## src/rtl/core/sad_pkg.sv

```systemverilog
package sad_pkg;

    localparam int MAX_CLASSES_DEF = 16;
    localparam int NUM_W           = 5;
    localparam logic [NUM_W-1:0] NUM_CLASSES_RST = 5'd10;
    localparam int LOGIT_W         = 16;
    localparam int PROB_W          = 17;
    localparam int SLOT_W          = 4;
    localparam int NUM_W_EXT       = 7;
    localparam int QBITS           = 17;
    localparam int NUMER_W         = 34;
    localparam int FLUSH_LIMIT     = 2839;
    localparam logic [16:0] LOG2E_Q16 = 17'd94548;
    localparam logic [15:0] LN2_Q16   = 16'd45426;

    typedef logic [3:0] t_op;
    localparam t_op OP_NONE  = 4'd0;
    localparam t_op OP_LOAD  = 4'd1;
    localparam t_op OP_ERR   = 4'd2;
    localparam t_op OP_ET    = 4'd3;
    localparam t_op OP_EX    = 4'd4;
    localparam t_op OP_EXX   = 4'd5;
    localparam t_op OP_EPR   = 4'd6;
    localparam t_op OP_EWR   = 4'd7;
    localparam t_op OP_DINIT = 4'd8;
    localparam t_op OP_DITER = 4'd9;
    localparam t_op OP_DWR   = 4'd10;
    localparam t_op OP_OLD   = 4'd11;

    typedef struct packed {
        t_op  op;
        logic first;
        logic last;
    } t_cmd;

    typedef struct packed {
        logic out_busy;
    } t_stat;

    // 2^(-i/16) in Q16.
    function automatic logic [16:0] exp_tab(input logic [3:0] i);
        logic [16:0] v;
        unique case (i)
            4'd0:    v = 17'd65536;
            4'd1:    v = 17'd62757;
            4'd2:    v = 17'd60097;
            4'd3:    v = 17'd57549;
            4'd4:    v = 17'd55108;
            4'd5:    v = 17'd52773;
            4'd6:    v = 17'd50535;
            4'd7:    v = 17'd48392;
            4'd8:    v = 17'd46341;
            4'd9:    v = 17'd44378;
            4'd10:   v = 17'd42495;
            4'd11:   v = 17'd40693;
            4'd12:   v = 17'd38968;
            4'd13:   v = 17'd37316;
            4'd14:   v = 17'd35734;
            default: v = 17'd34219;
        endcase
        return v;
    endfunction

endpackage

```

## src/rtl/core/sad_ram.sv

```systemverilog
module sad_ram #(
    parameter int WIDTH = 16,
    parameter int DEPTH = 16,
    localparam int AW = (DEPTH > 1) ? $clog2(DEPTH) : 1
) (
    input  logic             i_clk,
    input  logic             i_we,
    input  logic [AW-1:0]    i_waddr,
    input  logic [WIDTH-1:0] i_wdata,
    input  logic [AW-1:0]    i_raddr,
    output logic [WIDTH-1:0] o_rdata
);

    logic [WIDTH-1:0] r_mem [DEPTH];
    logic [WIDTH-1:0] r_rdata;

    always_ff @(posedge i_clk) begin
        if (i_we) begin
            r_mem[i_waddr] <= i_wdata;
        end
        r_rdata <= r_mem[i_raddr];
    end

    assign o_rdata = r_rdata;

endmodule

```

## src/rtl/core/sad_ctrl.sv

```systemverilog
module sad_ctrl #(
    parameter int MAX_CLASSES = sad_pkg::MAX_CLASSES_DEF,
    localparam int IW = $clog2(MAX_CLASSES)
) (
    input  logic                     i_clk,
    input  logic                     i_rst_n,
    input  logic                     i_cfg_we,
    input  logic [sad_pkg::NUM_W-1:0] i_cfg_wdata,
    input  logic                     i_in_valid,
    input  logic                     i_in_last,
    output logic                     o_in_ready,
    input  sad_pkg::t_stat           i_stat,
    output sad_pkg::t_cmd            o_cmd,
    output logic [IW-1:0]            o_addr,
    output logic [IW-1:0]            o_waddr
);

    localparam int SW = 4;
    localparam int XW = sad_pkg::NUM_W_EXT;
    localparam logic [SW-1:0] S_IDLE  = 4'd0;
    localparam logic [SW-1:0] S_ERR   = 4'd1;
    localparam logic [SW-1:0] S_ERD   = 4'd2;
    localparam logic [SW-1:0] S_ET    = 4'd3;
    localparam logic [SW-1:0] S_EX    = 4'd4;
    localparam logic [SW-1:0] S_EXX   = 4'd5;
    localparam logic [SW-1:0] S_EPR   = 4'd6;
    localparam logic [SW-1:0] S_EWR   = 4'd7;
    localparam logic [SW-1:0] S_DRD   = 4'd8;
    localparam logic [SW-1:0] S_DINIT = 4'd9;
    localparam logic [SW-1:0] S_DITER = 4'd10;
    localparam logic [SW-1:0] S_DWR   = 4'd11;
    localparam logic [SW-1:0] S_ORD   = 4'd12;
    localparam logic [SW-1:0] S_OLD   = 4'd13;

    logic [SW-1:0]             r_state, n_state;
    logic [sad_pkg::NUM_W-1:0] r_num;
    logic [sad_pkg::NUM_W-1:0] r_cnt, n_cnt;
    logic [IW-1:0]             r_k, n_k;
    logic [4:0]                r_it, n_it;
    logic [sad_pkg::NUM_W-1:0] cnt_inc;
    logic                      k_last, k_first, accept, store, bad;

    assign o_in_ready = (r_state == S_IDLE);
    assign accept     = i_in_valid && o_in_ready;
    assign cnt_inc    = (r_cnt == 5'd31) ? r_cnt : r_cnt + 5'd1;
    assign store      = (r_cnt < r_num) && (XW'(r_cnt) < XW'(MAX_CLASSES));
    assign bad        = (r_num == '0) || (XW'(r_num) > XW'(MAX_CLASSES)) || (cnt_inc != r_num);
    assign k_last     = (XW'(r_k) + XW'(1)) == XW'(r_num);
    assign k_first    = (r_k == '0);
    assign o_addr     = r_k;
    assign o_waddr    = IW'(r_cnt);

    always_comb begin
        n_state     = r_state;
        n_cnt       = r_cnt;
        n_k         = r_k;
        n_it        = r_it;
        o_cmd.op    = sad_pkg::OP_NONE;
        o_cmd.first = k_first;
        o_cmd.last  = k_last;
        unique case (r_state)
            S_IDLE: begin
                if (accept) begin
                    if (store) begin
                        o_cmd.op = sad_pkg::OP_LOAD;
                    end
                    n_cnt = cnt_inc;
                    if (i_in_last) begin
                        n_cnt   = '0;
                        n_k     = '0;
                        n_state = bad ? S_ERR : S_ERD;
                    end
                end
            end
            S_ERR: begin
                if (!i_stat.out_busy) begin
                    o_cmd.op = sad_pkg::OP_ERR;
                    n_state  = S_IDLE;
                end
            end
            S_ERD: n_state = S_ET;
            S_ET: begin
                o_cmd.op = sad_pkg::OP_ET;
                n_state  = S_EX;
            end
            S_EX: begin
                o_cmd.op = sad_pkg::OP_EX;
                n_state  = S_EXX;
            end
            S_EXX: begin
                o_cmd.op = sad_pkg::OP_EXX;
                n_state  = S_EPR;
            end
            S_EPR: begin
                o_cmd.op = sad_pkg::OP_EPR;
                n_state  = S_EWR;
            end
            S_EWR: begin
                o_cmd.op = sad_pkg::OP_EWR;
                if (k_last) begin
                    n_k     = '0;
                    n_state = S_DRD;
                end else begin
                    n_k     = r_k + IW'(1);
                    n_state = S_ERD;
                end
            end
            S_DRD: n_state = S_DINIT;
            S_DINIT: begin
                o_cmd.op = sad_pkg::OP_DINIT;
                n_it     = '0;
                n_state  = S_DITER;
            end
            S_DITER: begin
                o_cmd.op = sad_pkg::OP_DITER;
                n_it     = r_it + 5'd1;
                if (r_it == 5'(sad_pkg::QBITS - 1)) begin
                    n_state = S_DWR;
                end
            end
            S_DWR: begin
                o_cmd.op = sad_pkg::OP_DWR;
                if (k_last) begin
                    n_k     = '0;
                    n_state = S_ORD;
                end else begin
                    n_k     = r_k + IW'(1);
                    n_state = S_DRD;
                end
            end
            S_ORD: n_state = S_OLD;
            S_OLD: begin
                if (!i_stat.out_busy) begin
                    o_cmd.op = sad_pkg::OP_OLD;
                    if (k_last) begin
                        n_k     = '0;
                        n_state = S_IDLE;
                    end else begin
                        n_k     = r_k + IW'(1);
                        n_state = S_ORD;
                    end
                end
            end
            default: n_state = S_IDLE;
        endcase
    end

    always_ff @(posedge i_clk) begin
        if (!i_rst_n) begin
            r_state <= S_IDLE;
            r_num   <= sad_pkg::NUM_CLASSES_RST;
            r_cnt   <= '0;
            r_k     <= '0;
            r_it    <= '0;
        end else begin
            r_state <= n_state;
            r_cnt   <= n_cnt;
            r_k     <= n_k;
            r_it    <= n_it;
            if (i_cfg_we) begin
                r_num <= i_cfg_wdata;
            end
        end
    end

endmodule

```

## src/rtl/core/sad_dp.sv

```systemverilog
module sad_dp #(
    parameter int MAX_CLASSES = sad_pkg::MAX_CLASSES_DEF,
    localparam int IW = $clog2(MAX_CLASSES)
) (
    input  logic                          i_clk,
    input  logic                          i_rst_n,
    input  sad_pkg::t_cmd                 i_cmd,
    input  logic [IW-1:0]                 i_addr,
    input  logic [IW-1:0]                 i_waddr,
    input  logic signed [sad_pkg::LOGIT_W-1:0] i_logit,
    output sad_pkg::t_stat                o_stat,
    output logic                          o_valid,
    input  logic                          i_ready,
    output logic [sad_pkg::SLOT_W-1:0]    o_slot,
    output logic [sad_pkg::PROB_W-1:0]    o_prob,
    output logic [sad_pkg::SLOT_W-1:0]    o_best,
    output logic [sad_pkg::PROB_W-1:0]    o_conf,
    output logic                          o_err,
    output logic                          o_last
);

    localparam int PW = sad_pkg::PROB_W;
    localparam int SUMW = PW + IW;
    localparam int NW = sad_pkg::NUMER_W;

    logic signed [15:0] r_max;
    logic [SUMW-1:0]    r_sum;
    logic [15:0]        logit_rd;
    logic [PW-1:0]      exp_rd, exp_wd;
    logic               exp_we;

    // Exponential pipeline registers.
    logic               r_flush;
    logic [28:0]        r_t;
    logic [19:0]        r_x;
    logic [4:0]         r_n;
    logic [3:0]         r_i;
    logic [24:0]        r_p;
    logic [41:0]        r_prod;

    // Divider registers.
    logic [SUMW-1:0]    r_rem;
    logic [PW-1:0]      r_nlo;
    logic [PW-1:0]      r_q;

    logic [IW-1:0]      r_best;
    logic [PW-1:0]      r_conf;

    logic               r_ovalid, r_oerr, r_olast;
    logic [sad_pkg::SLOT_W-1:0] r_oslot, r_obest;
    logic [PW-1:0]      r_oprob, r_oconf;

    logic [16:0]        negd;
    logic [35:0]        xprod;
    logic [39:0]        xsq;
    logic [42:0]        rnd_sum;
    logic [PW-1:0]      exp_val;
    logic [NW-1:0]      numer;
    logic [SUMW:0]      rem_sh;
    logic               rem_ge;

    sad_ram #(.WIDTH(16), .DEPTH(MAX_CLASSES)) u_logit_ram (
        .i_clk   (i_clk),
        .i_we    (i_cmd.op == sad_pkg::OP_LOAD),
        .i_waddr (i_waddr),
        .i_wdata (i_logit),
        .i_raddr (i_addr),
        .o_rdata (logit_rd)
    );

    assign exp_we = (i_cmd.op == sad_pkg::OP_EWR) || (i_cmd.op == sad_pkg::OP_DWR);
    assign exp_wd = (i_cmd.op == sad_pkg::OP_EWR) ? exp_val : r_q;

    sad_ram #(.WIDTH(PW), .DEPTH(MAX_CLASSES)) u_exp_ram (
        .i_clk   (i_clk),
        .i_we    (exp_we),
        .i_waddr (i_addr),
        .i_wdata (exp_wd),
        .i_raddr (i_addr),
        .o_rdata (exp_rd)
    );

    assign negd    = 17'(17'(r_max) - 17'(signed'(logit_rd)));
    assign xprod   = 36'(r_t[19:0]) * 36'(sad_pkg::LN2_Q16);
    assign xsq     = 40'(r_x) * 40'(r_x);
    assign rnd_sum = 43'(r_prod) + (43'(1) << (6'd23 + 6'(r_n)));
    assign exp_val = r_flush ? '0 : PW'(rnd_sum >> (6'd24 + 6'(r_n)));
    assign numer   = (NW'(exp_rd) << 16) + NW'(r_sum >> 1);
    assign rem_sh  = {r_rem, r_nlo[PW-1]};
    assign rem_ge  = rem_sh >= (SUMW+1)'(r_sum);

    always_ff @(posedge i_clk) begin
        unique case (i_cmd.op)
            sad_pkg::OP_ET: begin
                r_flush <= (signed'(negd) > 17'sd0 ? negd : 17'd0) > 17'(sad_pkg::FLUSH_LIMIT);
                r_t     <= 29'(negd[11:0]) * 29'(sad_pkg::LOG2E_Q16);
            end
            sad_pkg::OP_EX: begin
                r_x <= xprod[35:16];
                r_n <= r_t[28:24];
                r_i <= r_t[23:20];
            end
            sad_pkg::OP_EXX: begin
                r_p <= 25'(25'h100_0000 - 25'(r_x) + 25'(xsq >> 25));
            end
            sad_pkg::OP_EPR: begin
                r_prod <= 42'(sad_pkg::exp_tab(r_i)) * 42'(r_p);
            end
            sad_pkg::OP_DINIT: begin
                r_rem <= SUMW'(numer[NW-1:PW]);
                r_nlo <= numer[PW-1:0];
                r_q   <= '0;
            end
            sad_pkg::OP_DITER: begin
                r_rem <= rem_ge ? SUMW'(rem_sh - (SUMW+1)'(r_sum)) : SUMW'(rem_sh);
                r_nlo <= {r_nlo[PW-2:0], 1'b0};
                r_q   <= {r_q[PW-2:0], rem_ge};
            end
            sad_pkg::OP_DWR: begin
                if (i_cmd.first || r_q > r_conf) begin
                    r_conf <= r_q;
                    r_best <= i_addr;
                end
            end
            default: begin
            end
        endcase
        if (i_cmd.op == sad_pkg::OP_OLD) begin
            r_oslot <= sad_pkg::SLOT_W'(i_addr);
            r_oprob <= exp_rd;
            r_obest <= sad_pkg::SLOT_W'(r_best);
            r_oconf <= r_conf;
        end else if (i_cmd.op == sad_pkg::OP_ERR) begin
            r_oslot <= '0;
            r_oprob <= '0;
            r_obest <= '0;
            r_oconf <= '0;
        end
    end

    always_ff @(posedge i_clk) begin
        if (!i_rst_n) begin
            r_max    <= 16'sh8000;
            r_sum    <= '0;
            r_ovalid <= 1'b0;
            r_oerr   <= 1'b0;
            r_olast  <= 1'b0;
        end else begin
            if (i_cmd.op == sad_pkg::OP_LOAD && i_logit > r_max) begin
                r_max <= i_logit;
            end
            if (i_cmd.op == sad_pkg::OP_EWR) begin
                r_sum <= r_sum + SUMW'(exp_val);
            end
            if (i_cmd.op == sad_pkg::OP_ERR ||
                (i_cmd.op == sad_pkg::OP_OLD && i_cmd.last)) begin
                r_max <= 16'sh8000;
                r_sum <= '0;
            end
            if (i_cmd.op == sad_pkg::OP_OLD) begin
                r_ovalid <= 1'b1;
                r_oerr   <= 1'b0;
                r_olast  <= i_cmd.last;
            end else if (i_cmd.op == sad_pkg::OP_ERR) begin
                r_ovalid <= 1'b1;
                r_oerr   <= 1'b1;
                r_olast  <= 1'b1;
            end else if (i_ready) begin
                r_ovalid <= 1'b0;
            end
        end
    end

    assign o_stat.out_busy = r_ovalid && !i_ready;
    assign o_valid = r_ovalid;
    assign o_slot  = r_oslot;
    assign o_prob  = r_oprob;
    assign o_best  = r_obest;
    assign o_conf  = r_oconf;
    assign o_err   = r_oerr;
    assign o_last  = r_olast;

endmodule

```

## src/rtl/core/softmax_argmax_decoder_top.sv

```systemverilog
// Softmax with maximum subtraction and argmax over one vector of logits.
// The input stream carries one signed Q8.8 logit per transaction, with tlast on
// the last logit of a vector. While a vector is being received, one logit is
// taken every cycle. On the tlast transaction the block stops accepting input
// and, if the vector is valid, runs three passes over the stored classes: an
// exponential pass (the RAM read and one step per multiplier stage), a
// division pass (a bit-serial restoring divider, one quotient bit per cycle)
// and an output pass; the division pass is the longest. Each output
// transaction carries one class probability plus the best class and its
// confidence; tlast marks the final result of the vector. A count mismatch
// or a bad num_classes yields a single result with tuser set and tlast high.
// When the receiver stalls, the output register holds its transaction and the
// output pass waits. Reset (synchronous, active low) restores num_classes to
// 10, empties the output register and clears the running maximum; no memory
// clearing pass is needed. The user must write num_classes through i_cfg_we
// only while idle; the block itself does not enforce it.
module softmax_argmax_decoder_top #(
    parameter int MAX_CLASSES = sad_pkg::MAX_CLASSES_DEF
) (
    input  logic        i_clk,
    input  logic        i_rst_n,
    input  logic        i_cfg_we,
    input  logic [4:0]  i_cfg_wdata,
    input  logic        s_axis_tvalid,
    output logic        s_axis_tready,
    input  logic [15:0] s_axis_tdata,   // [15:0] logit
    input  logic        s_axis_tlast,
    output logic        m_axis_tvalid,
    input  logic        m_axis_tready,
    // [3:0] class_slot, [20:4] probability, [24:21] best_class,
    // [41:25] confidence, [47:42] zero
    output logic [47:0] m_axis_tdata,
    output logic        m_axis_tuser,   // [0] error
    output logic        m_axis_tlast
);

    localparam int IW = $clog2(MAX_CLASSES);

    sad_pkg::t_cmd  cmd;
    sad_pkg::t_stat stat;
    logic [IW-1:0]  addr, waddr;
    logic [3:0]     slot, best;
    logic [16:0]    prob, conf;

    // The controller sequences receive, exponential, divide and output passes.
    sad_ctrl #(.MAX_CLASSES(MAX_CLASSES)) u_ctrl (
        .i_clk       (i_clk),
        .i_rst_n     (i_rst_n),
        .i_cfg_we    (i_cfg_we),
        .i_cfg_wdata (i_cfg_wdata),
        .i_in_valid  (s_axis_tvalid),
        .i_in_last   (s_axis_tlast),
        .o_in_ready  (s_axis_tready),
        .i_stat      (stat),
        .o_cmd       (cmd),
        .o_addr      (addr),
        .o_waddr     (waddr)
    );

    // The datapath holds the stores, arithmetic and the output register.
    sad_dp #(.MAX_CLASSES(MAX_CLASSES)) u_dp (
        .i_clk   (i_clk),
        .i_rst_n (i_rst_n),
        .i_cmd   (cmd),
        .i_addr  (addr),
        .i_waddr (waddr),
        .i_logit (s_axis_tdata),
        .o_stat  (stat),
        .o_valid (m_axis_tvalid),
        .i_ready (m_axis_tready),
        .o_slot  (slot),
        .o_prob  (prob),
        .o_best  (best),
        .o_conf  (conf),
        .o_err   (m_axis_tuser),
        .o_last  (m_axis_tlast)
    );

    assign m_axis_tdata = {6'd0, conf, best, prob, slot};

`ifndef SYNTHESIS
    // An error result is always the only, and so the final, result of a vector.
    a_err_last: assert property (@(posedge i_clk) disable iff (!i_rst_n)
        m_axis_tvalid && m_axis_tuser |-> m_axis_tlast)
        else $error("error result without tlast");

    // No probability exceeds one.
    a_prob_range: assert property (@(posedge i_clk) disable iff (!i_rst_n)
        m_axis_tvalid |-> m_axis_tdata[20:4] <= 17'd65536)
        else $error("probability above 1.0");

    // The confidence is the maximum, so no class probability exceeds it.
    a_conf_max: assert property (@(posedge i_clk) disable iff (!i_rst_n)
        m_axis_tvalid && !m_axis_tuser |-> m_axis_tdata[20:4] <= m_axis_tdata[41:25])
        else $error("probability above confidence");

    // Input is never taken while results of a vector are still being produced.
    a_no_in_busy: assert property (@(posedge i_clk) disable iff (!i_rst_n)
        s_axis_tvalid && s_axis_tready && s_axis_tlast |=> !s_axis_tready)
        else $error("input accepted during processing");
`endif

endmodule

```

## config.mk

```make
export PLATFORM = sky130hd
export DESIGN_NAME = softmax_argmax_decoder_top
export DESIGN_NICKNAME = d
export VERILOG_FILES = /design/src/rtl/core/sad_pkg.sv /design/src/rtl/core/sad_ram.sv /design/src/rtl/core/sad_ctrl.sv /design/src/rtl/core/sad_dp.sv /design/src/rtl/core/softmax_argmax_decoder_top.sv
export SDC_FILE = /design/constraint.sdc
export NUM_CORES = 2
export LEC_CHECK = 0
export BUFFER_PORTS_ARGS = -buffer_cell sky130_fd_sc_hd__buf_2
export CAP_MARGIN = 20
export CORE_MARGIN = 2
export CORE_UTILIZATION = 50
export CTS_BUF_LIST = sky130_fd_sc_hd__clkbuf_8 sky130_fd_sc_hd__clkbuf_16
export DETAILED_ROUTE_END_ITERATION = 10
export PLACE_DENSITY = 0.68
export SYNTH_ARGS = -nofsm -noshare
export SYNTH_HDL_FRONTEND = slang
export SYNTH_SLANG_ARGS = --single-unit
```

## constraint.sdc

```tcl
create_clock -name i_clk -period 8.23 [get_ports i_clk]
set_clock_uncertainty 0.15 [all_clocks]
set_input_delay 2.0575 -clock i_clk [delete_from_list [all_inputs] [get_ports i_clk]]
set_output_delay 2.0575 -clock i_clk [all_outputs]
set_load 0.02 [all_outputs]
```

After elaboration in Yosys (flattened, before gate mapping)
Memories as Yosys holds them, arrays and structs flattened. A register that Yosys moved wholly into a read port is not among the register bits.
Index checks and enable logic that the tools add are counted.
{ "op_classes": {"reduce_logical": 26, "n_mul": 4, "n_addsub": 13, "mux": 47, "n_div": 0, "shifts": 2, "n_lt_le_gt_ge": 8, "eq_ne": 33, "bitwise": 1} }
{ "ops": {"columns": ["op", "n"], "rows": [
  ["$mux 17", 7],
  ["$mux 4", 17],
  ["$pmux 17 s2", 2],
  ["$pmux 4 s14", 1],
  ["$pmux 4 s11", 1],
  ["$add 42x43->43", 1],
  ["$shl 1x6->43 const A", 1],
  ["$shr 43x6->17", 1],
  ["$mul 17x25->42", 1],
  ["$pmux 21 s2", 1],
  ["$eq 4x4->1 const B", 10],
  ["$mul 20x20->40", 1],
  ["$add 33x20->34", 1],
  ["$mul 18x15->33 const B", 1],
  ["$eq 4x3->1 const B", 8],
  ["$mul 12x15->27 const B", 1],
  ["$add 25x15->25", 1],
  ["$sub 25x20->25 const A", 1],
  ["$ge 22x21->1", 1],
  ["$add 21x17->21", 1],
  ["$mux 21", 1],
  ["$sub 21x21->21", 1],
  ["$gt 17x1->1 const B", 1],
  ["$gt 17x12->1 const B", 1],
  ["35 further kinds", 71]
]} }
{ "word_totals": {"out_inout_bits": 52, "ram_bits": 528, "latchBits": 0, "rom_bits": 272, "n_memories": 3, "ff_bits": 305, "inputBits": 27} }
{ "memory_table": {"columns": ["memory", "words", "word_bits", "read_ports", "rd_clocked_by_memory_dff", "write_ports", "line", "text"], "rows": [
  ["(name not given)", 16, 17, 1, 1, 0, "sad_pkg.sv:43", "unique case (i)"],
  ["u_dp.u_exp_ram.r_mem", 16, 17, 1, 1, 1, "sad_ram.sv:14", "logic [WIDTH-1:0] r_mem [DEPTH];"],
  ["u_dp.u_logit_ram.r_mem", 16, 16, 1, 1, 1, "sad_ram.sv:14", null]
]} }

Longest topological paths before layout
{ "logic_depth": {"depth_word": 9, "mapped_depth": 40} }

Cells and area by module
From an unflattened synthesis, not the netlist that was laid out.
{ "hier_totals": {"hier_cells": 6438, "hier_area_um2": 72117.9} }
{ "modules_own_cells": {"columns": ["mod", "instances", "cells_per_inst", "area_each_um2", "seq_area_each_um2"], "rows": [
  ["sad_dp", 1, 5310, 49648.9, 8378.0],
  ["sad_ram at u_dp.u_exp_ram", 1, 458, 10637.7, 8508.2],
  ["sad_ram at u_dp.u_logit_ram", 1, 432, 10042.1, 8007.7],
  ["sad_ctrl", 1, 231, 1740.4, 460.4],
  ["softmax_argmax_decoder_top", 1, 7, 48.8, 0.0]
]} }

Worst setup path before layout
No wires, ideal clock.
{ "synth_path": {"path_kind": "flip-flop to flip-flop", "start": "reg u_dp.r_x[8]", "end": "reg u_dp.r_p[18] (data pin)", "path_stages_with_launch": 39, "required_ns": 7.816, "arrival_ns": 8.716, "setup_slack_ns": -0.900, "path_cell_list": "edfxtp_1 -> clkbuf_1 -> buf_1 -> nand2_1 -> fa_1 -> inv_1 -> fa_1 -> inv_1 -> fa_1 -> inv_1 -> fa_1 -> inv_1 -> fa_1 -> inv_1 -> fa_1 -> inv_1 -> fa_1 -> inv_1 -> [... 3 more ...] -> o31a_1 -> nor3_1 -> o31ai_1 -> xnor2_1 -> ha_1 -> inv_1 -> fa_1 -> a21o_1 -> a21oi_1 -> o21ai_0 -> a21oi_1 -> o21bai_1 -> a21oi_1 -> o211ai_1 -> a31o_2 -> a21oi_1 -> nor4_1 -> xnor2_1"} }
{ "synth_between": {"elab_chain_len": 2, "word_cells_on_any_way": 3, "classes_between": "add/sub (2); mul (1)"} }
{ "synth_lines": {"columns": ["element", "line", "text"], "rows": [
  ["from (decl)", "sad_dp.sv:35", "logic [19:0] r_x;"],
  ["from (signal assigned)", "sad_dp.sv:99", "r_x <= xprod[35:16];"],
  ["$mul 20x20->40 or $sub 25x20->25 (tied branches)", "sad_dp.sv:85, sad_dp.sv:104", null],
  ["$add 25x15->25 (*)", "sad_dp.sv:104", "r_p <= 25'(25'h100_0000 - 25'(r_x) + 25'(xsq >> 25));"],
  ["to (signal assigned)", "sad_dp.sv:104", null],
  ["to (decl)", "sad_dp.sv:38", "logic [24:0] r_p;"]
]} }
Every way passes the cells marked *; elsewhere a longest branch is shown, timed or not.
A chain may end at the register's enable or synchronous reset.

Final worst setup path
{ "layout_path": {"start": "reg u_dp.r_x[10]", "end": "reg u_dp.r_p[18] (data pin)"} }
Same word-level chain as after synthesis.

==> impl_results.md <==
* #FFs+latches synth at approximately 880
* CP most frequent cell: fa_1
* Length of routed met2 wiring at approximately 80 mm
* Die Wd at 383 µm
* Crit Path Max Fanout at 4
* DR WL/cell at approximately 19 µm
* Crit-path max cell delay at approximately 0.55 ns
* CTS H-Tree Depth at 3
* Max clock buf depth at 3
* Die area at around 150,000 µm²
* Post-Syn Area at 71,800 µm²
* XOR/XNOR share of the synthesized area at around 2.4%
* Worst slack, placed at -0.864 ns
* GRT overflow at 0
* I/O Pins at 79
* Failing checks: setup timing
* Arr. time, crit path at ~8.9 ns
* Ys flop type: edfxtp_1
* Met3 Wirelength at slightly below 10 mm
* Critical path class: register to register
* Top Metal Used: met5
* CTS Buf Count at 90
* Post-synthesis mux area share at 6.09%
* 1st-pass router iterations at 6
* Detailed placement HPWL at approximately 120 mm
* Post-route cell area at around 80,000 µm²
* Vias post-DR at 47.2k
* Status: finished, violations left
* Worst setup SP type: register
* CP max-delay cell: fa_1
* Routed Antenna Nets at 0
* Max Fclk at ~120 MHz
* Largest family of logic cells by synthesized area: adder cells
* Layout cell share with drive strength beyond 1 at between 10% and 20%
* Die H at 383 µm
* TritonCTS clock tree: yes
* Clock transition at path regs at approximately 0.060 ns
* Root Driver: clkbuf_16
* Post-synth EDFFs at between 700 and 800
* Max Cap Viol at 0
* Core area at 143,000 µm²
* Clock sinks at about 900
* Gr usage total at 23.0%
* Pwr Density at between 150 and 200 nW/µm²
* YS warnings at 0
* Transition time of the tightest slew-check pin at 1.11 ns
* Distinct cell type count after synthesis at a little over 100
* Area added between synthesis and finish at 12.5%
* Later-pin clock latency in the skew report at 0.70 ns
* Final wirelength at approximately 170 mm
* DP Area at about 76,000 µm²
* Worst VDD drop at approximately 0.00046 V
* Final Hold Fails at 0
* Vias in the first global route at around 50k
* Rows at 139
* Final period util at 105%
* Adder-cell share of the synthesized area at 32.6%
* Avg Cell Area, Syn at 11.4 µm²
* Seq/Total Area, Yosys at 35.3%
* Routability Congestion at roughly 0.9
* Critical path required time at ~8.5 ns
* Met1 wire length at 72.7 mm
* Post-route minimum period at approximately 8.6 ns
* Leak at 0.0349 µW
* Synth Area in Compound Gates at 6.60%
* Starting Density at 50.2%
* Initial antenna violation count at 3
* Port bufs at 72
* Final setup vio count at 15
* Worst Setup End Kind: register
* Synth Instances at 6,299
* RSZ-0062 raised after global routing: yes
* Simple-gate share of the synthesized area at under 10%
* Largest net degree at the start of global routing at 120
* Fraction of registers with async set/reset at 0%
* Setup TNS at -3.45 ns
* Via-per-instance ratio at approximately 5.5
* Final WS setup at -0.389 ns
* Nets at ~8k
* Final Slew Violations at 0
* Worst min path class: register to register
* Iter 0 DRT Violations at ~3.6k
* First-pass GRT wire length at approximately 270 mm
* DRC viols at 0
* Relative slew slack at between 20% and 30%
-- cell usage in the layout (no fill, tap or decap), types with 34 or more instances in the layout --
master | synthesis | routed
a21o_1 | 67 | 67
a21oi_1 | 190 | 178
and2_1 | 209 | 208
and3_1 | 54 | 53
buf_2 | 4 | 72
buf_4 | 6 | 323
clkbuf_16 | 0 | 92
dfxtp_1 | 113 | 109
edfxtp_1 | 769 | 769
fa_1 | 763 | 758
ha_1 | 648 | 632
inv_1 | 1115 | 1111
mux2i_1 | 45 | 45
mux4_2 | 165 | 165
nand2_1 | 628 | 606
nand3_1 | 55 | 53
nand4_1 | 42 | 42
nor2_1 | 322 | 272
nor2_2 | 1 | 40
nor2b_1 | 50 | 48
nor3_1 | 83 | 66
o211ai_1 | 34 | 34
o21a_1 | 41 | 41
o21ai_0 | 113 | 105
xnor2_1 | 140 | 137
xor2_1 | 58 | 57
-- metal layers --
| layer | track usage (%) | vias to the layer above |
|---|---|---|
| met5 | 0 | - |
| met4 | 4.99 | 6 |
| met3 | 2.92 | 218 |
| met2 | 38.5 | 1308 |
| met1 | 32.2 | 23913 |
| li1 | - | 21763 |
-- final cells by class --
class	count	area (µm²)
clock inverter	70	778
fill	11806	62300
multi-input combinational	4106	42400
clock buffer	100	2410
inverter	1123	4240
timing repair buffer	432	3260
tap	1903	2380
sequential	882	25400
antenna	1	2.50
-- logic make-up after synthesis --
group                      after synthesis
AOI/OAI and AO/OA                      701
muxes                                  227
xor gates and xnor gates               198
buffers and inverters                 1338
and+or+nand+nor                       1540
other                                    1
DFF                                    882
adders and majority gates             1412
-- registers in the layout, summed over array words and instances (netlist names), 20 cells and up, named ones only --
signal                  cells
u_dp.r_t                   27
u_dp.r_rem                 21
u_dp.r_p                   25
u_dp.r_prod                41
u_dp.r_sum                 21
u_dp.u_logit_ram.r_mem    256
u_dp.r_x                   20
u_dp.u_exp_ram.r_mem      272
-- timing repair --
| item | in CTS | in global routing |
|---|---|---|
| gates resized for setup | 88 | 72 |
| endpoints found under the setup margin | 18 | 19 |
| setup buffers | 40 | 14 |
| hold buffers | 0 | 0 |
| pin swaps | 59 | 48 |
-- worst max-delay path: cells and delay by family, from the launching register on --
family | cells | cell delay (ns)
adders and majority gates | 10 | 4.25
buffers and inverters | 11 | 0.78
and+or+nand+nor | 3 | 0.17
xor gates and xnor gates | 2 | 0.24
AOI/OAI and AO/OA | 13 | 2.32
DFF | 1 | 0.48
-- cell usage after synthesis, types with 55 or more instances --
master | instances | share of area, %
inv_1 | 1115 | 5.8
edfxtp_1 | 769 | 32
fa_1 | 763 | 21
ha_1 | 648 | 11
nand2_1 | 628 | 3.3
nor2_1 | 322 | 1.7
and2_1 | 209 | 1.8
a21oi_1 | 190 | 1.3
clkbuf_1 | 183 | 0.96
mux4_2 | 165 | 5.2
xnor2_1 | 140 | 1.7
dfxtp_1 | 113 | 3.2
o21ai_0 | 113 | 0.79
nor3_1 | 83 | 0.58
a21o_1 | 67 | 0.70
xor2_1 | 58 | 0.71
nand3_1 | 55 | 0.38
-- stage by stage --
stage / total power, µW / util (%) / hold slack, ns / cells
2_1_floorplan: 9740 / - / 0.250 / 6326
3_3_place_gp: 10700 / 53.4 / 0.287 / 8395
3_5_place_dp: 10800 / 53.4 / 0.295 / 8395
4_1_cts: 15200 / 56.1 / 0.283 / 8604
5_1_grt: 16200 / 56.4 / 0.304 / 8616
6_report: 15100 / 56.4 / 0.290 / 8617
-- report_power, final --
part           internal (µW)  switching (µW)  leakage, µW
sequential              5230            26.5      0.00770
combinational           2460            3050       0.0256
clock                   2540            1810      0.00162
-- final timing paths --
kind | slack (ns) | end | startpoint | cells past startpoint
max | -0.39 | u_dp.r_p[18]$_DFFE_PN_ | u_dp.r_x[10]$_DFFE_PP_ | 39
min | 0.29 | u_dp.r_n[3]$_DFFE_PP_ | u_dp.r_t[27]$_DFFE_PN_ | 0
max reg2reg | -0.39 | u_dp.r_p[18]$_DFFE_PN_ | u_dp.r_x[10]$_DFFE_PP_ | 39
min reg2reg | 0.29 | u_dp.r_n[3]$_DFFE_PP_ | u_dp.r_t[27]$_DFFE_PN_ | 0
Note: power is estimated with default switching activity, not from simulation.
